`src/hdl/smrs_pkg.sv`:
```
// Shared types, constants and default map contents for the segment map read splitter.
package smrs_pkg;

   localparam int WORD_W        = 32;
   localparam int RESULT_LIMIT  = 4;
   localparam int COUNT_W       = $clog2(RESULT_LIMIT + 1);
   localparam int SLOT_W        = $clog2(RESULT_LIMIT);
   localparam int ACTIVE_W      = 3;
   localparam int DEFAULT_LINES = 4;

   localparam logic [ACTIVE_W-1:0] ACTIVE_RESET = 3'd3;

   localparam logic OP_MAP_WRITE = 1'b0;
   localparam logic OP_READ      = 1'b1;

   localparam logic [1:0] WORD_ROM_START = 2'd0;
   localparam logic [1:0] WORD_RAM_START = 2'd1;
   localparam logic [1:0] WORD_RAM_END   = 2'd2;

   typedef logic [WORD_W-1:0] word_type;

   localparam word_type DEFAULT_ROM [DEFAULT_LINES] =
      '{32'h00008000, 32'h00406000, 32'h00C06000, 32'h01C06000};
   localparam word_type DEFAULT_RAM_START [DEFAULT_LINES] =
      '{32'h0C3E2000, 32'h0C800000, 32'h03700000, 32'h03700000};
   localparam word_type DEFAULT_RAM_END [DEFAULT_LINES] =
      '{32'h0C7E0000, 32'h0D000000, 32'h03778000, 32'h03778000};

   typedef struct packed {
      word_type rom_start;
      word_type delta;
      word_type ram_end;
   } line_type;

   typedef struct packed {
      logic in_use;
      logic is_last;
   } line_ctl_type;

   typedef struct packed {
      word_type src;
      word_type dst;
      word_type len;
   } piece_type;

   typedef struct packed {
      word_type                         src;
      word_type                         dst;
      word_type                         rem;
      logic [COUNT_W-1:0]               count;
      logic                             done;
      piece_type [RESULT_LIMIT-1:0]     pieces;
   } flow_type;

   function automatic word_type default_word(int line, logic [1:0] sel);
      word_type w;
      w = '0;
      if (line < DEFAULT_LINES) begin
         case (sel)
            WORD_ROM_START: w = DEFAULT_ROM[line[1:0]];
            WORD_RAM_START: w = DEFAULT_RAM_START[line[1:0]];
            WORD_RAM_END:   w = DEFAULT_RAM_END[line[1:0]];
            default:        w = '0;
         endcase
      end
      return w;
   endfunction

endpackage

```
`src/hdl/smrs_line_stage.sv`:
```
// Three register stages that test one map line and cut at most one piece from the request.
module smrs_line_stage (
   input  logic                  clock,
   input  logic                  reset,
   input  logic                  en,
   input  logic                  in_valid,
   input  smrs_pkg::flow_type    in_flow,
   input  smrs_pkg::line_type    line_cfg,
   input  smrs_pkg::word_type    rom_next,
   input  smrs_pkg::line_ctl_type ctl,
   output logic                  out_valid,
   output smrs_pkg::flow_type    out_flow,
   output logic                  busy
);
   import smrs_pkg::*;

   logic     a_valid_ff, b_valid_ff, c_valid_ff;
   flow_type a_flow_ff, b_flow_ff, c_flow_ff;
   flow_type c_flow_in;
   logic     a_holds_ff, a_holds_in, b_holds_ff;
   word_type a_ram_src_ff, a_ram_src_in, b_ram_src_ff;
   logic     b_split_ff, b_split_in;
   word_type b_piece_ff, b_piece_in;

   // stage A: line match and RAM source
   always_comb begin
      a_holds_in = !in_flow.done && (in_flow.count != COUNT_W'(RESULT_LIMIT)) &&
                   ctl.in_use && (in_flow.src >= line_cfg.rom_start) &&
                   (ctl.is_last || (in_flow.src < rom_next));
      a_ram_src_in = line_cfg.delta + in_flow.src;
   end

   // stage B: RAM end test on the exact sum, room left in the line
   always_comb begin
      b_split_in = ({1'b0, a_ram_src_ff} + {1'b0, a_flow_ff.rem}) >
                   {1'b0, line_cfg.ram_end};
      b_piece_in = (line_cfg.ram_end > a_ram_src_ff) ?
                   (line_cfg.ram_end - a_ram_src_ff) : '0;
   end

   // stage C: emit the piece and advance
   always_comb begin
      c_flow_in = b_flow_ff;
      if (b_holds_ff) begin
         c_flow_in.pieces[b_flow_ff.count[SLOT_W-1:0]].src = b_ram_src_ff;
         c_flow_in.pieces[b_flow_ff.count[SLOT_W-1:0]].dst = b_flow_ff.dst;
         c_flow_in.pieces[b_flow_ff.count[SLOT_W-1:0]].len =
            b_split_ff ? b_piece_ff : b_flow_ff.rem;
         c_flow_in.count = b_flow_ff.count + COUNT_W'(1);
         if (b_split_ff) begin
            c_flow_in.src = b_flow_ff.src + b_piece_ff;
            c_flow_in.dst = b_flow_ff.dst + b_piece_ff;
            c_flow_in.rem = b_flow_ff.rem - b_piece_ff;
         end else begin
            c_flow_in.done = 1'b1;
         end
      end
   end

   always_ff @(posedge clock) begin
      if (reset) begin
         a_valid_ff <= 1'b0;
         b_valid_ff <= 1'b0;
         c_valid_ff <= 1'b0;
      end else if (en) begin
         a_valid_ff <= in_valid;
         b_valid_ff <= a_valid_ff;
         c_valid_ff <= b_valid_ff;
      end
   end

   always_ff @(posedge clock) begin
      if (en) begin
         a_flow_ff    <= in_flow;
         a_holds_ff   <= a_holds_in;
         a_ram_src_ff <= a_ram_src_in;
         b_flow_ff    <= a_flow_ff;
         b_holds_ff   <= a_holds_ff;
         b_ram_src_ff <= a_ram_src_ff;
         b_split_ff   <= b_split_in;
         b_piece_ff   <= b_piece_in;
         c_flow_ff    <= c_flow_in;
      end
   end

   assign out_valid = c_valid_ff;
   assign out_flow  = c_flow_ff;
   assign busy      = a_valid_ff | b_valid_ff | c_valid_ff;

endmodule

```
`config.mk`:
```
export PLATFORM = sky130hd
export DESIGN_NAME = smrs_line_stage
export DESIGN_NICKNAME = d
export VERILOG_FILES = /design/src/hdl/smrs_pkg.sv /design/src/hdl/smrs_line_stage.sv
export SDC_FILE = /design/constraint.sdc
export NUM_CORES = 2
export LEC_CHECK = 0
export BUFFER_PORTS_ARGS = -buffer_cell sky130_fd_sc_hd__buf_2
export CORE_AREA = 5 5 422 424
export CTS_BUF_LIST = sky130_fd_sc_hd__clkbuf_8
export CTS_CLUSTER_SIZE = 30
export DETAILED_ROUTE_END_ITERATION = 8
export DIE_AREA = 0 0 427 429
export PLACE_DENSITY = 0.55
export SLEW_MARGIN = 25
export SYNTH_ARGS = -nofsm -noshare
export SYNTH_HDL_FRONTEND = slang
export SYNTH_SLANG_ARGS = --single-unit
```
`constraint.sdc`:
```
create_clock -name clock -period 4.6 [get_ports clock]
set_input_delay 0.69 -clock clock [delete_from_list [all_inputs] [get_ports clock]]
set_output_delay 0.69 -clock clock [all_outputs]
set_load 0.02 [all_outputs]
```
# == Word level (Yosys, flattened, before mapping) ==
# Cells that the tools add are included.
# word_totals
reg_bits,1554
input_bits,618
out_inout_bits,486
# op_classes
n_addsub,7
magnitude_cmp,6
eq_ne,1
muxes,13
n_bitwise,2
n_reduce_logical,7
# op_table
operator,count
bitwise mux 384 bit,3
demux 96 bit (select 2 bit),3
2-to-1 mux 484 bit,1
2-to-1 mux 96 bit,2
adder 32 bit,3
2-to-1 mux 32 bit,2
2-to-1 mux 64 bit,1
subtractor 32 bit,2
adder 32 x 32 -> 33 bit,1
> comparator 33 x 32 -> 1 bit,1
greater-or-equal comparator 32 bit,1
> comparator 32 bit,1
less-than comparator 32 bit,1
logical AND 1 bit,5
adder 3 x 1 -> 3 bit (second input constant),1
less-than comparator 2 x 3 -> 1 bit (second input constant),1
inequality test 3 bit (second input constant),1
greater-or-equal comparator 2 x 1 -> 1 bit (second input constant),1
bitwise OR 1 bit,2
zero test 1 bit,1
logical OR 1 bit,1
2-to-1 mux 1 bit,1

# == Depth between registers and ports, before layout ==
# depth
ltp_word,8
ltp_mapped,24
mapped_depth_nobuf,24

# == Worst setup path before layout ==
# OpenSTA, ideal clock, no wires.
# synth_timing
kind,register to register
start,reg a_ram_src_ff[0]
end,reg b_split_ff (data pin)
setup_time_ns,0.269
arrival_time_ns,4.387
path_slack_ns,-0.056
path_stages_with_launch,24
path_buffers,0
synth_period_minus_slack_ns,4.656
path_cell_list,edfxtp_1 -> ha_1 -> inv_1 -> fa_1 -> nor2b_1 -> o21a_1 -> o21a_1 -> a21bo_2 -> o221ai_1 -> a2111oi_0 -> a2111oi_0 -> nor2_1 -> nor2_1 -> xnor2_1 -> ha_1 -> a21o_1 -> a21o_1 -> a21oi_1 -> nor2b_1 -> o21ai_0 -> nand2b_1 -> a221o_1 -> a221oi_1 -> o21ai_0
# synth_via
elab_chain_len,2
# synth_rtl
item,line,source
from (decl),smrs_line_stage.sv:21,"word_type a_ram_src_ff, a_ram_src_in, b_ram_src_ff;"
from (signal assigned),smrs_line_stage.sv:76,a_ram_src_ff <= a_ram_src_in;
adder 32 x 32 -> 33 bit,smrs_line_stage.sv:35,"b_split_in = ({1'b0, a_ram_src_ff} + {1'b0, a_flow_ff.rem}) >"
> comparator 33 x 32 -> 1 bit,smrs_line_stage.sv:35,
named net b_split_in,smrs_line_stage.sv:22,"logic b_split_ff, b_split_in;"
to (signal assigned),smrs_line_stage.sv:80,b_split_ff <= b_split_in;
to (decl),smrs_line_stage.sv:22,
# The timed path passes the listed nets, and every way through them passes these cells.
# A chain may end at the register's enable or synchronous reset.

# == Worst setup path after layout ==
# layout_timing
start,reg a_flow_ff[388] (netlist bit)
end,reg b_split_ff (data pin)
# layout_via
elab_chain_len,2
# layout_rtl
item,line,source
from (decl),smrs_line_stage.sv:18,"flow_type a_flow_ff, b_flow_ff, c_flow_ff;"
from (signal assigned),smrs_line_stage.sv:74,a_flow_ff <= in_flow;
adder 32 x 32 -> 33 bit,smrs_line_stage.sv:35,
> comparator 33 x 32 -> 1 bit,smrs_line_stage.sv:35,
named net b_split_in,smrs_line_stage.sv:22,
# The timed path passes the listed nets, and every way through them passes these cells.

==> run metrics <==
Layout area overhead 30.5%; simple-gate area share of the yosys netlist 0.0491; CTS buffer count 286; Overall Global Routing Usage 0.224; Clock Power Share 0.324; Worst Setup Path Type flop to flop; DRC 0; number of flops mapped to enable cells by yosys 1551; Crit path largest cell delay about 0.40 ns; Starting Density 0.369; largest net degree at the start of global routing 119; hold path cells 1; switching power 0.0105 W; P_leak 34.1 nW; status complete, but fails checks; core area between 150000 and 200000 um2; proportion of synthesized area in mux cells 0.0504; reg2reg start a_flow_ff[388]$_DFFE_PP_; Most used DFF post-synth edfxtp_1; RR Endpoint b_split_ff$_DFFE_PP_; NumNets Final 6922; Reg area roughly 47000 um2; Worst Reg-to-Reg Cells 24; Seq/Total Area, Yosys 0.728; Worst IR Drop VDD 0.000261 V; syn nets 4988; post-synthesis compound-gate area fraction 0.0750; detailed-route via count 41700; slowest CP cell edfxtp_1; worst hold start in_flow[464]; period utilization 1.01; gpl congestion 0.885; Die Wd roughly 430 um; synthesized cell area 64100 um2; Clk Latency, worst-skew pair ~1 ns; Pint about 0.026 W; drt total wl 211000 um; WP data required 5.30 ns; FP Rows ~150; Post-Synth XOR/XNOR Area 0.0211; number of synthesis warnings 0; htree depth 5; cells after synthesis between 4000 and 5000; die area 183000 um2; CTS tree yes; Die Y between 400 and 500 um; Flop pwr share 0.487; Setup crit start a_flow_ff[388]$_DFFE_PP_; Async S/R FF share, synth 0; hold-critical path endpoint a_flow_ff[464]$_DFFE_PP_; relative slew slack 0.249; share of cells above drive strength 1 0.305; crit-path cells ha_2 -> inv_2 -> fa_2 -> nor2b_1 -> o21a_1 -> o21a_1 -> a21bo_4 -> o221a_4 -> o21ai_4 -> a21oi_2 -> a21o_1 -> a21oi_2 -> xnor2_2 -> ha_1 -> a21o_1 -> a21o_1 -> a21o_1 -> a21o_1 -> a21o_1 -> a21oi_2 -> o21ai_2 -> a221o_1 -> a221oi_2 -> o21ai_1; Synth cell types 70; Overflow after GRT 0; hpwl dp 157000 um; Power Total around 0.037 W; initial drt markers roughly 3300; Crit. End Element flop; RSZ-0062 raised after global routing true; Worst Max-Slew Pin Slew 1.09 ns; fin util 0.482; clock-pin slew on the worst setup and hold paths 0.07 ns; first-pass GRT wire length 295000 um; failing checks setup timing; Routed Antenna Nets 0; largest family of logic cells by synthesized area compound AO/OA/AOI/OAI gates; Detailed Routing Iterations Pass 1 7; Peak Freq ~210 MHz; Mean Syn Cell Area 15.7 um2; synthesized-area fraction occupied by adder cells 0.0579; Routed WL per cell 24.7 um; Root Buffer clkbuf_8; worst hold-check path type primary input to flop; Hold WS ~0.13 ns; CTS sink cnt between 1500 and 2000; Pwr Density 438 nW/um2; Clock Path Buffers 4; number of global-route vias before repair 41800; Final Critical Period 4.66 ns; most frequent CP cell a21o_1; Net Sw Frac 0.288; Cell Area, Placed 73500 um2; max_cap viols 0; post-route cell area 83600 um2; worst-path fanout max 3; Post-Place Worst Slack -0.601 ns; setup ws final -0.0650 ns; final hold vios 0; final setup violation count 1; initial antenna violation count 58; flops & latches, synth 1554; area of the multi-input gates 16400 um2; Layout Skew ~0.087 ns; vias per inst ~4.9; Gate power share 0.189; Max Transition Viols Final 0; I/O Buffers 1103; arrival time of the worst setup path 5.37 ns; CP startpoint kind flop; IO Pins 1104; Layout fillers between 15000 and 20000; flop-to-flop setup slack -0.06 ns
==> timing repair <==
| action | in CTS | in global routing |
|---|---|---|
| cloned | 0 | 0 |
| resized for setup | 24 | 15 |
| buffers inserted | 2 | 2 |
| pin swaps | 21 | 28 |
| hold buffers | 484 | 0 |
| hold endpoints to repair | 485 | 0 |
| endpoints found under the setup margin | 1 | 1 |
==> layer usage <==
layer	part of all wire	vias up	global-route usage
met4	0.048	8	0.103
li1	-	19400	-
met5	0.00024	-	0
met3	0.061	443	0.0470
met1	0.39	20300	0.273
met2	0.50	1453	0.381
==> logic make-up after synthesis <==
kind of cell	Yosys count
AO/OA/AOI/OAI	784
XOR/XNOR	154
adder cells (fa/ha/maj)	293
buffers and inverters	311
flip-flops	1554
multiplexers	291
AND/OR/NAND/NOR	690
==> flip-flops by register name, indices dropped and copies added, names as in the netlist <==
signal / count
b_holds_ff: 1
a_ram_src_ff: 32
a_valid_ff: 1
b_flow_ff: 484
b_piece_ff: 32
b_split_ff: 1
out_flow: 484
b_ram_src_ff: 32
out_valid: 1
a_flow_ff: 484
a_holds_ff: 1
b_valid_ff: 1
==> power by group through the flow <==
| stage | Clock [W] | Sequential, W | Combinational (W) |
|---|---|---|---|
| detailed placement | 0 | 0.0181 | 0.00653 |
| finish | 0.0119 | 0.0178 | 0.00694 |
| global route | 0.0129 | 0.0179 | 0.00756 |
| CTS | 0.0122 | 0.0178 | 0.00698 |
| floorplan | 0 | 0.0183 | 0.00327 |
| global placement | 0 | 0.0181 | 0.00649 |
==> worst max-delay path by stage <==
stage	to	slack (ns)
3_3_place_gp	b_split_ff$_DFFE_PP_	-0.60
3_5_place_dp	b_split_ff$_DFFE_PP_	-0.60
2_1_floorplan	b_split_ff$_DFFE_PP_	0.03
5_1_grt	b_split_ff$_DFFE_PP_	-0.27
4_1_cts	b_split_ff$_DFFE_PP_	-0.15
6_report	b_split_ff$_DFFE_PP_	-0.06
==> cells in the final DEF (no fill, tap or decap), types with 112 or more instances in the layout <==
cell type	instances
o21ai_0	308
dlygate4sd3_1	484
nor2_1	130
buf_2	1102
ha_1	286
edfxtp_1	1551
a21o_1	112
nand2_1	310
buf_4	131
inv_1	292
clkbuf_8	293
mux2_2	254
a21oi_1	155
==> synthesized netlist by cell type, types with 20 or more instances <==
cell	instances	area, um2
a211oi_1	20	150
nand2_1	316	1190
o21a_1	33	248
o21ai_0	315	1580
o21bai_1	21	158
ha_1	287	3590
a21o_1	112	841
mux2i_1	37	370
edfxtp_1	1551	46600
inv_1	218	818
o31ai_1	21	158
nor3_1	40	200
xor2_1	63	552
clkbuf_1	81	304
a21oi_1	161	806
nor2_1	130	488
xnor2_1	91	797
nand4_1	41	257
mux2_2	254	2860
nand3_1	35	175
nor2b_1	30	188
nand2b_1	40	250
==> layout make-up <==
| class | count | share of cell area |
|---|---|---|
| inverter | 218 | 0.00979 |
| sequential | 1554 | 0.558 |
| multi-input combinational | 2212 | 0.197 |
| clock inverter | 175 | 0.0105 |
| tap | 2325 | 0.0348 |
| clock buffer | 293 | 0.0482 |
| timing repair buffer | 1739 | 0.141 |
| antenna | 33 | 0.000988 |
==> stage by stage <==
step | setup TNS, ns | std cells
floorplan | 0 | 4077
global placement | -0.598 | 7560
detailed placement | -0.601 | 7560
CTS | -0.153 | 8514
global route | -0.270 | 8537
finish | -0.0650 | 8549
==> worst max-delay path: cells and delay by family, from the launching register on <==
| family | cells | cell delay (ns) |
|---|---|---|
| xor gates and xnor gates | 1 | 0.13 |
| AOI/OAI and AO/OA | 18 | 3.14 |
| DFF | 1 | 0.40 |
| adders and majority gates | 3 | 0.67 |
| and+or+nand+nor | 1 | 0.05 |
| buffers and inverters | 1 | 0.05 |
No activity file was read; power rests on OpenSTA's default activity.
