[config.mk]
export PLATFORM = sky130hd
export DESIGN_NAME = smrs_serializer_flat
export DESIGN_NICKNAME = d
export VERILOG_FILES = /design/src/hdl/smrs_pkg.sv /design/src/hdl/smrs_rsp_if.sv /design/src/hdl/smrs_serializer.sv /design/src/flat_wrapper.sv
export SDC_FILE = /design/constraint.sdc
export NUM_CORES = 1
export LEC_CHECK = 0
export BUFFER_PORTS_ARGS = -buffer_cell sky130_fd_sc_hd__buf_2
export CAP_MARGIN = 25
export CORE_AREA = 2 2 226 228
export CTS_CLUSTER_SIZE = 20
export DETAILED_ROUTE_END_ITERATION = 8
export DIE_AREA = 0 0 228 230
export REMOVE_ABC_BUFFERS = 1
export SETUP_SLACK_MARGIN = 0.15
export SLEW_MARGIN = 20
export SYNTH_ARGS = -nofsm -noshare
export SYNTH_HDL_FRONTEND = slang
export SYNTH_SLANG_ARGS = --single-unit
export TNS_END_PERCENT = 100
[constraint.sdc]
create_clock -name clock -period 58.3 [get_ports clock]
set_clock_uncertainty 0.2 [all_clocks]
set_input_delay 14.575 -clock clock [delete_from_list [all_inputs] [get_ports clock]]
set_output_delay 14.575 -clock clock [all_outputs]
set_load 0.02 [all_outputs]
[src/hdl/smrs_pkg.sv]
// Shared types, constants and default map contents for the segment map read splitter.
package smrs_pkg;

   localparam int WORD_W        = 32;
   localparam int RESULT_LIMIT  = 4;
   localparam int COUNT_W       = $clog2(RESULT_LIMIT + 1);
   localparam int SLOT_W        = $clog2(RESULT_LIMIT);
   localparam int ACTIVE_W      = 3;
   localparam int DEFAULT_LINES = 4;

   localparam logic [ACTIVE_W-1:0] ACTIVE_RESET = 3'd3;

   localparam logic OP_MAP_WRITE = 1'b0;
   localparam logic OP_READ      = 1'b1;

   localparam logic [1:0] WORD_ROM_START = 2'd0;
   localparam logic [1:0] WORD_RAM_START = 2'd1;
   localparam logic [1:0] WORD_RAM_END   = 2'd2;

   typedef logic [WORD_W-1:0] word_type;

   localparam word_type DEFAULT_ROM [DEFAULT_LINES] =
      '{32'h00008000, 32'h00406000, 32'h00C06000, 32'h01C06000};
   localparam word_type DEFAULT_RAM_START [DEFAULT_LINES] =
      '{32'h0C3E2000, 32'h0C800000, 32'h03700000, 32'h03700000};
   localparam word_type DEFAULT_RAM_END [DEFAULT_LINES] =
      '{32'h0C7E0000, 32'h0D000000, 32'h03778000, 32'h03778000};

   typedef struct packed {
      word_type rom_start;
      word_type delta;
      word_type ram_end;
   } line_type;

   typedef struct packed {
      logic in_use;
      logic is_last;
   } line_ctl_type;

   typedef struct packed {
      word_type src;
      word_type dst;
      word_type len;
   } piece_type;

   typedef struct packed {
      word_type                         src;
      word_type                         dst;
      word_type                         rem;
      logic [COUNT_W-1:0]               count;
      logic                             done;
      piece_type [RESULT_LIMIT-1:0]     pieces;
   } flow_type;

   function automatic word_type default_word(int line, logic [1:0] sel);
      word_type w;
      w = '0;
      if (line < DEFAULT_LINES) begin
         case (sel)
            WORD_ROM_START: w = DEFAULT_ROM[line[1:0]];
            WORD_RAM_START: w = DEFAULT_RAM_START[line[1:0]];
            WORD_RAM_END:   w = DEFAULT_RAM_END[line[1:0]];
            default:        w = '0;
         endcase
      end
      return w;
   endfunction

endpackage

[src/hdl/smrs_rsp_if.sv]
// Response channel: one piece of a split read per transfer.
interface smrs_rsp_if;
   import smrs_pkg::*;
   logic     valid;
   logic     ready;
   word_type ram_source;
   word_type piece_dest;
   word_type piece_length;
   logic     no_match;
   logic     truncated;
   logic     last_piece;

   modport source (output valid, ram_source, piece_dest, piece_length, no_match,
                   truncated, last_piece, input ready);
   modport sink   (input valid, ram_source, piece_dest, piece_length, no_match,
                   truncated, last_piece, output ready);
endinterface

[src/hdl/smrs_serializer.sv]
// Response register that hands out the pieces of one request, one per cycle while rsp.ready is high.
module smrs_serializer (
   input  logic               clock,
   input  logic               reset,
   input  logic               in_valid,
   input  smrs_pkg::flow_type in_flow,
   output logic               load_ok,
   smrs_rsp_if.source         rsp
);
   import smrs_pkg::*;

   logic                         valid_ff, valid_in;
   logic [SLOT_W-1:0]            idx_ff, idx_in;
   logic [COUNT_W-1:0]           num_ff;
   logic                         nm_ff, tr_ff;
   piece_type [RESULT_LIMIT-1:0] slots_ff;
   logic                         is_last, take, finish, load;

   always_comb begin
      is_last  = ({1'b0, idx_ff} == (num_ff - COUNT_W'(1)));
      take     = valid_ff && rsp.ready;
      finish   = take && is_last;
      load_ok  = !valid_ff || finish;
      load     = in_valid && load_ok;
      valid_in = load ? 1'b1 : (finish ? 1'b0 : valid_ff);
      idx_in   = load ? '0 : (take ? idx_ff + SLOT_W'(1) : idx_ff);
   end

   always_ff @(posedge clock) begin
      if (reset) begin
         valid_ff <= 1'b0;
         idx_ff   <= '0;
      end else begin
         valid_ff <= valid_in;
         idx_ff   <= idx_in;
      end
   end

   // no match leaves slot 0 zeroed from entry
   always_ff @(posedge clock) begin
      if (load) begin
         slots_ff <= in_flow.pieces;
         num_ff   <= (in_flow.count == '0) ? COUNT_W'(1) : in_flow.count;
         nm_ff    <= (in_flow.count == '0);
         tr_ff    <= !in_flow.done && (in_flow.count != '0) && (in_flow.rem != '0);
      end
   end

   assign rsp.valid        = valid_ff;
   assign rsp.ram_source   = slots_ff[idx_ff].src;
   assign rsp.piece_dest   = slots_ff[idx_ff].dst;
   assign rsp.piece_length = slots_ff[idx_ff].len;
   assign rsp.no_match     = nm_ff;
   assign rsp.truncated    = tr_ff && is_last;
   assign rsp.last_piece   = is_last;

   a_idx_in_range: assert property (@(posedge clock) disable iff (reset)
      valid_ff |-> ({1'b0, idx_ff} < num_ff))
      else $error("piece index past piece count");

   a_no_match_single: assert property (@(posedge clock) disable iff (reset)
      (valid_ff && nm_ff) |-> (is_last && (rsp.piece_length == '0) && !rsp.truncated))
      else $error("no-match response malformed");

endmodule
[src/flat_wrapper.sv]
// flat-port wrapper written by rule: the top's interface ports become plain ports
module smrs_serializer_flat import smrs_pkg::*;
  (clock, reset, in_valid, in_flow, load_ok, rsp_valid, rsp_ram_source, rsp_piece_dest, rsp_piece_length, rsp_no_match, rsp_truncated, rsp_last_piece, rsp_ready);
  smrs_rsp_if rsp_i ();
  input  logic clock;
  input  logic reset;
  input  logic in_valid;
  input  smrs_pkg::flow_type in_flow;
  output logic load_ok;
  output wire logic [$bits(rsp_i.valid)-1:0] rsp_valid;
  output wire logic [$bits(rsp_i.ram_source)-1:0] rsp_ram_source;
  output wire logic [$bits(rsp_i.piece_dest)-1:0] rsp_piece_dest;
  output wire logic [$bits(rsp_i.piece_length)-1:0] rsp_piece_length;
  output wire logic [$bits(rsp_i.no_match)-1:0] rsp_no_match;
  output wire logic [$bits(rsp_i.truncated)-1:0] rsp_truncated;
  output wire logic [$bits(rsp_i.last_piece)-1:0] rsp_last_piece;
  input wire logic [$bits(rsp_i.ready)-1:0] rsp_ready;
  assign rsp_valid = rsp_i.valid;
  assign rsp_ram_source = rsp_i.ram_source;
  assign rsp_piece_dest = rsp_i.piece_dest;
  assign rsp_piece_length = rsp_i.piece_length;
  assign rsp_no_match = rsp_i.no_match;
  assign rsp_truncated = rsp_i.truncated;
  assign rsp_last_piece = rsp_i.last_piece;
  assign rsp_i.ready = rsp_ready;
  smrs_serializer u_core (.clock(clock), .reset(reset), .in_valid(in_valid), .in_flow(in_flow), .load_ok(load_ok), .rsp(rsp_i));
endmodule
# After elaboration in Yosys (flattened, before gate mapping)
# Cells that the tools add are included.
[word_totals]
word_cells = 39
ff_bits = 392
mem_bits_rw = 0
n_memories = 0
latchBits = 0
out_inout_bits = 101
in_bits = 488
romBits = 0
[classes]
reduce_logical = 14
shift = 0
n_lt_le_gt_ge = 1
div_mod_pow = 0
eq_ne = 1
n_mux = 4
n_bitwise = 0
n_mul = 0
add_sub_neg = 2
[op_table]
columns = ["op", "count"]
rows = [
  ["96-bit binary-select mux with 2-bit select", 1],
  ["96-bit two-way mux", 1],
  ["32-bit nonzero test", 1],
  ["1-bit logical AND", 6],
  ["2-bit by 3-bit == test with 1-bit output", 1],
  ["3-bit logical NOT", 1],
  ["2-bit by 3-bit less-than comparator with 1-bit output (second input constant)", 1],
  ["3-bit nonzero test", 1],
  ["3-bit by 1-bit subtractor with 3-bit output (second input constant)", 1],
  ["2-bit by 1-bit adder with 2-bit output (second input constant)", 1],
  ["1-bit logical NOT", 2],
  ["1-bit two-way mux", 2],
  ["2-bit nonzero test", 1],
  ["2-bit OR reduction", 1],
  ["1-bit logical OR", 1],
]

# Longest topological paths before layout
# Gate-level depths: netlist (run 1).
[logic_depth]
depth_word = 6
depth_mapped = 6
depth_no_buf = 5

# Worst setup path after synthesis (run 1)
# No wires, ideal clock.
[synth_timing]
path_kind = "input-to-reg"
startpoint = "in in_valid"
endpoint = "reg u_core.num_ff[0] (enable)"
cell_stages = 2
setup_time_ns = 1.352
n_path_buf = 0
required_time_ns = 56.748
arrival_ns = 35.417
slack_ns = 21.331
path_cell_list = "nand2_1 o41ai_2"
[synth_via]
elab_chain_len = 1
[synth_lines]
columns = ["item", "line_no", "text"]
rows = [
  ["start, declared", "flat_wrapper.sv:7", "input logic in_valid;"],
  ["1-bit logical AND", "smrs_serializer.sv:24", "load = in_valid && load_ok;"],
  ["via u_core.load", "smrs_serializer.sv:17", "logic is_last, take, finish, load;"],
  ["end signal, assigned", "smrs_serializer.sv:43", "num_ff <= (in_flow.count == '0) ? COUNT_W'(1) : in_flow.count;"],
  ["end, declared", "smrs_serializer.sv:14", "logic [COUNT_W-1:0] num_ff;"],
]
# The timed path passes the listed nets, and every way through them passes these cells.
# A chain may end at the register's enable or synchronous reset.

# Final worst setup path (run 1)
[layout_timing]
startpoint = "in rsp_ready"
endpoint = "out load_ok"
[layout_via]
elab_chain_len = 3
[layout_lines]
columns = ["item", "line_no", "text"]
rows = [
  ["start, declared", "flat_wrapper.sv:17", "input wire logic [$bits(rsp_i.ready)-1:0] rsp_ready;"],
  ["1-bit logical AND", "smrs_serializer.sv:21", "take = valid_ff && rsp.ready;"],
  ["1-bit logical AND", "smrs_serializer.sv:22", "finish = take && is_last;"],
  ["1-bit logical OR", "smrs_serializer.sv:23", "load_ok = !valid_ff || finish;"],
  ["end, declared", "flat_wrapper.sv:9", "output logic load_ok;"],
]
# Every way passes these cells.

==> results of run 1 <==
[synthesized netlist by cell type]
cell type and number:
edfxtp_1 389, mux4_2 96, nor4_1 8, buf_4 7, clkbuf_1 7, buf_2 6
dfxtp_1 3, inv_1 3, nor3_1 3, xor2_1 3, buf_6 2, nand2_1 2
nand4_1 2, nor2_1 2, xnor2_1 2, a21bo_2 1, a311oi_1 1, and2_1 1
buf_12 1, buf_8 1, ha_1 1, nand2b_1 1, nand3_1 1, nor3_2 1
o21a_1 1, o21bai_1 1, o41ai_2 1
[stage by stage]
step,instances,setup slack (ns)
2_1_floorplan,523,21.33
3_3_place_gp,1728,28.44
3_5_place_dp,1728,28.44
4_1_cts,1803,28.44
5_1_grt,1809,28.42
6_report,1810,28.44
[layout make-up]
class	count	area share (%)
Sequential cell	392	61.8
Timing Repair Buffer	533	14.1
Multi-Input combinational cell	128	12.6
Clock buffer	53	6.08
Tap cell	672	4.42
Clock inverter	22	0.822
Antenna cell	7	0.0921
Inverter	3	0.0592
[where the power goes]
part,internal [µW],total (µW),switching [µW]
Combinational,24.2,54.0,29.8
Clock,149,254,105
Sequential,334,339,5.00
[worst max-delay path by stage]
stage                     startpoint               end  slack [ns]  cells after the start
final                      rsp_ready           load_ok       28.44                      3
after global routing       rsp_ready           load_ok       28.42                      3
after CTS                  rsp_ready           load_ok       28.44                      3
after detailed placement   rsp_ready           load_ok       28.44                      3
after global placement     rsp_ready           load_ok       28.44                      3
after floorplan             in_valid  u_core.num_ff[0]       21.33                      2
[sequential cells by signal, indices dropped and copies added (netlist names)]
signal,count
u_core.slots_ff,384
u_core.num_ff,3
u_core.tr_ff,1
u_core.idx_ff,2
u_core.rsp.no_match,1
u_core.rsp.valid,1
[metal layers]
layer	part of all wire (%)	vias up	GRT usage, %	wire, µm
li1	-	3484	-	-
met1	38	3839	14.7	12900
met2	51	352	21.3	17300
met3	8.0	74	3.99	2720
met4	3.7	2	6.19	1250
met5	0.021	-	0	7
[kinds of logic (layout without fill, tap and decap cells)]
group                    Yosys count  count (layout)  synth area share, %
AO/OA/AOI/OAI                      5               5                0.350
AND/OR/NAND/NOR                   21              21                0.840
flip-flops                       392             392                 82.1
buffers and inverters             27             611                 1.24
multiplexers                      96              96                 15.1
other                              0               7                    0
adder cells (fa/ha/maj)            1               1               0.0874
XOR/XNOR                           5               5                0.306
[worst max-delay path, cell delays in order]
cell,delay (ns)
buf_2,0.13
a21bo_2,0.22
buf_2,0.16
==> impl_metrics.py, run 1 <==
metrics = {
    "clock_network": {
        "cts_buffers": 43,
        "clock_sinks": 392,
        "cts_setup_buffers": 0,
        "post_cts_resized": 0,
        "clk_path_buf_depth": 3,
        "cts_tree": "built",
        "h-tree-depth": 2,
        "cts_root_buf": "clkbuf_16",
        "clk_pin_slew_ns": 0.06,
        "clk_latency_ns": 0.54,
        "hold_buffers": 0,
    },
    "final_layout": {
        "drive_gt1_share_pct": 61.2,
        "n_fill_cell": 4646,
        "finish.utilization_pct": 38.1,
        "nNetsFinal": 1590,
        "regArea_um2": 11700,
        "mostFrequentLayoutCell": "buf_2",
        "area_growth_pct": 32.9,
        "design_area_um2": 19000,
        "final_cell_mix": "524 x buf_2, 389 x edfxtp_1, 96 x mux4_2",
        "multi_input_area_um2": 2400,
    },
    "synth": {
        "yosys-top-cells-area": "edfxtp_1 82%, mux4_2 15%, dfxtp_1 0.42%, buf_4 0.37%, nor4_1 0.35%",
        "syn_area_per_cell_um2": 26.2,
        "yosysSeqAreaShare_pct": 82.1,
        "synth_top_area_cell": "edfxtp_1",
        "synth_cells": 547,
        "synth_top_area_share_pct": 81.6,
        "yosysWarningCount": 0,
        "ys_ff_latch": 392,
        "synth.cell_area_um2": 14300,
        "synth_cell_type_count": 27,
    },
    "sta": {
        "clock.fmax_ghz": 0.0335,
        "fin_crit_ns": 29.86,
        "hold_viol": 0,
        "rsz0062_at_grt": "false",
        "setup-violations-final": 0,
        "holdWs_ns": 0.362,
        "relSlewSlack_pct": 35.9,
        "slew_viol_final": 0,
        "setup_tns_ns": 0,
        "min_period_over_period_pct": 51.2,
        "tightest_slew_ns": 0.962,
    },
    "global_routing": {
        "track_usage_pct": 12.7,
        "globalRouteOverflowTotal": 0,
        "antenna_found_initial": 9,
        "grt_max_degree": 76,
        "grt_pass1_wl_um": 50100,
        "grt_pass1_vias": 8430,
    },
    "drt": {
        "routedWlPerCell_um": 18.9,
        "via_per_inst": 4.28,
        "drtPass1Iterations": 9,
        "drt-initial-drc-count": 408,
        "routed_wl_um": 34100,
        "postRouteAntennaNets": 0,
        "vias": 7751,
        "drc": 0,
    },
    "placed_design": {
        "gp_congestion": 0.823,
        "placed_area_um2": 17700,
        "numPortBuffers": 524,
        "dp_hpwl_um": 24600,
    },
    "critical_path": {
        "cp.required_ns": 43.53,
        "rr_startpoint": "u_core.idx_ff[1]",
        "r2r-end": "u_core.slots_ff[210]",
        "reg2reg_depth": 6,
        "r2r_slack_ns": 52.89,
        "cp_max_fo": 5,
        "end_kind": "output port",
        "worstPathArrival_ns": 15.09,
        "worstSetupStartpointType": "primary input",
        "crit_type": "primary input to output port",
    },
    "floorplanning": {
        "start_util_pct": 28.7,
        "fp.coreArea_um2": 49900,
        "rows": 82,
        "die_w_um": 228,
        "fp.dieArea_um2": 52400,
        "top_level_ports": 589,
        "die_h_um": 230,
    },
    "job": {
        "maxCapViolations": 0,
    },
    "power": {
        "powerDensity_nw_per_um2": 34.0,
        "vdd_drop_max_mv": 0.0189,
        "total_power_uw": 647,
        "p_leak_uw": 0.00708,
    },
    "outcome": {
        "outcome": "complete, no violations",
    },
    "hold_path": {
        "hold_path.startpoint": "u_core.rsp.valid",
        "hold_end": "u_core.rsp.valid",
        "hp-class": "flop to flop",
        "hold_path_depth": 2,
    },
}
(Power assumes the default switching activity.)
==> run 2, diff against run 1 <==
--- a/config.mk
+++ b/config.mk
@@ -7,10 +7,10 @@
 export LEC_CHECK = 0
 export BUFFER_PORTS_ARGS = -buffer_cell sky130_fd_sc_hd__buf_2
 export CAP_MARGIN = 25
-export CORE_AREA = 2 2 226 228
+export CORE_AREA = 2 2 229 231
 export CTS_CLUSTER_SIZE = 20
 export DETAILED_ROUTE_END_ITERATION = 8
-export DIE_AREA = 0 0 228 230
+export DIE_AREA = 0 0 231 233
 export REMOVE_ABC_BUFFERS = 1
 export SETUP_SLACK_MARGIN = 0.15
 export SLEW_MARGIN = 20
==> constraint.sdc (replaced) <==
create_clock -name clock -period 30.6 [get_ports clock]
set_clock_uncertainty 0.2 [all_clocks]
set_input_delay 7.65 -clock clock [delete_from_list [all_inputs] [get_ports clock]]
set_output_delay 7.65 -clock clock [all_outputs]
set_load 0.02 [all_outputs]
==> impl_metrics.py, run 2 (synthesis results as in run 1) <==
metrics = {
    "outcome": {
        "outcome": "complete, no violations",
    },
    "critical_path": {
        "cp_max_fo": 5,
        "crit_top_cell": "buf_2",
        "slowest_delay_ns": 0.22,
        "end_kind": "output port",
        "slowest_stage": "a21bo_2",
        "cp.required_ns": 22.75,
        "worstSetupStartpointType": "primary input",
        "worstPathArrival_ns": 8.17,
        "crit_type": "primary input to output port",
        "cp_cell_sequence": "buf_2 -> a21bo_2 -> buf_2",
    },
    "global_routing": {
        "busiest_layer": "met2",
        "grt_pass1_vias": 8259,
        "use_met3_pct": 4.12,
        "use_met2_pct": 21.2,
        "grt_use_met1_pct": 14.4,
        "track_usage_pct": 12.4,
        "grt_pass1_wl_um": 49700,
        "antenna_found_initial": 8,
        "grt_max_degree": 164,
        "globalRouteOverflowTotal": 0,
    },
    "floorplanning": {
        "rows": 83,
        "fp.dieArea_um2": 53800,
        "start_util_pct": 28.0,
        "die_w_um": 231,
        "top_level_ports": 589,
        "die_h_um": 233,
        "fp.coreArea_um2": 51100,
    },
    "placed_design": {
        "placed_area_um2": 17700,
        "gp_congestion": 0.778,
        "dp_hpwl_um": 24700,
        "placedCellCount": 1735,
        "numPortBuffers": 524,
    },
    "power": {
        "powerDensity_nw_per_um2": 65.5,
        "vdd_drop_max_mv": 0.0430,
        "p_leak_uw": 0.00711,
    },
    "clock_network": {
        "hold_buffers": 0,
        "h-tree-depth": 2,
        "cts_setup_buffers": 0,
        "clk_path_buf_depth": 3,
        "cts_tree": "built",
        "clock_sinks": 392,
        "post_cts_resized": 0,
        "clk_pin_slew_ns": 0.06,
        "clk_latency_ns": 0.56,
        "cts_root_buf": "clkbuf_16",
        "cts_buffers": 43,
    },
    "drt": {
        "routedWlPerCell_um": 19.0,
        "drtPass1Iterations": 4,
        "drc": 0,
        "routed_wl_um": 34500,
        "drt-initial-drc-count": 433,
        "via_per_inst": 4.24,
        "vias": 7694,
        "postRouteAntennaNets": 0,
    },
    "final_layout": {
        "drive_gt1_share_pct": 61.3,
        "finish.utilization_pct": 37.4,
        "design_area_um2": 19100,
        "largest_reg_flops": 384,
        "area_growth_pct": 33.6,
        "top_register": "u_core.slots_ff",
        "reg_top3": "u_core.slots_ff: 384 flops, u_core.num_ff: 3 flops, u_core.idx_ff: 2 flops",
        "final_cell_mix": "524 x buf_2, 389 x edfxtp_1, 96 x mux4_2",
        "stdcell_count": 1816,
        "mostFrequentLayoutCell": "buf_2",
        "n_fill_cell": 4791,
        "nNetsFinal": 1590,
    },
    "sta": {
        "setup_tns_ns": 0,
        "holdWs_ns": 0.363,
        "setup-violations-final": 0,
        "relSlewSlack_pct": 28.6,
        "slew_viol_final": 0,
        "rsz0062_at_grt": "false",
        "tightest_slew_ns": 1.07,
        "min_period_over_period_pct": 52.3,
        "clock.fmax_ghz": 0.0624,
        "fin_crit_ns": 16.02,
        "hold_viol": 0,
    },
    "hold_path": {
        "hp-class": "flop to flop",
    },
    "job": {
        "maxCapViolations": 0,
    },
}
==> run 2: cell count changes in the layout (fill, tap and decap cells not counted), moves of 2 or more <==
cell	delta
clkinvlp_4	+2
diode_2	-3
clkinv_1	-2
bufinv_16	+2
buf_4	-3
==> run 2: layer usage <==
layer / wire length (µm) / vias up
met5: 10 / -
met4: 925 / 2
met3: 3180 / 58
met2: 17700 / 349
met1: 12700 / 3801
li1: - / 3484
==> run 2: worst paths after layout <==
check	slack [ns]	startpoint	cells after the start	endpoint
worst max register to register	26.47	u_core.idx_ff[1]	4	u_core.slots_ff[100]
worst min-delay path	0.36	u_core.rsp.valid	2	u_core.rsp.valid
worst min register to register	0.36	u_core.rsp.valid	2	u_core.rsp.valid
worst max-delay path	14.58	rsp_ready	3	load_ok
==> run 2: cell type report <==
| type | count | area, µm² | area share [%] |
|---|---|---|---|
| repair buffers | 533 | 2730 | 14.3 |
| well taps | 680 | 851 | 4.45 |
| clock inverters | 23 | 226 | 1.19 |
| clock buffers | 53 | 1130 | 5.94 |
| inverters | 3 | 11.3 | 0.0589 |
| diodes | 4 | 10.0 | 0.0524 |
| multi-input cells | 128 | 2400 | 12.6 |
| flip-flops and latches | 392 | 11700 | 61.5 |
==> run 2: worst max-delay path, delay by kind of cell <==
family | cells | cell delay (ns)
buf+inv | 2 | 0.29
compound gates | 1 | 0.22
==> run 2: report_power, final <==
part / internal [µW] / total [µW] / switching (µW)
logic: 47.1 / 104 / 57.1
clock network: 297 / 500 / 203
registers: 637 / 647 / 9.96
total: 981 / 1250 / 270
==> run 2: through the flow <==
stage                     total power (µW)  setup WS, ns
after floorplan                        739         0.556
after global placement                 760         14.57
after detailed placement               765         14.56
after CTS                             1270         14.56
after global routing                  1300         14.57
final                                 1250         14.58
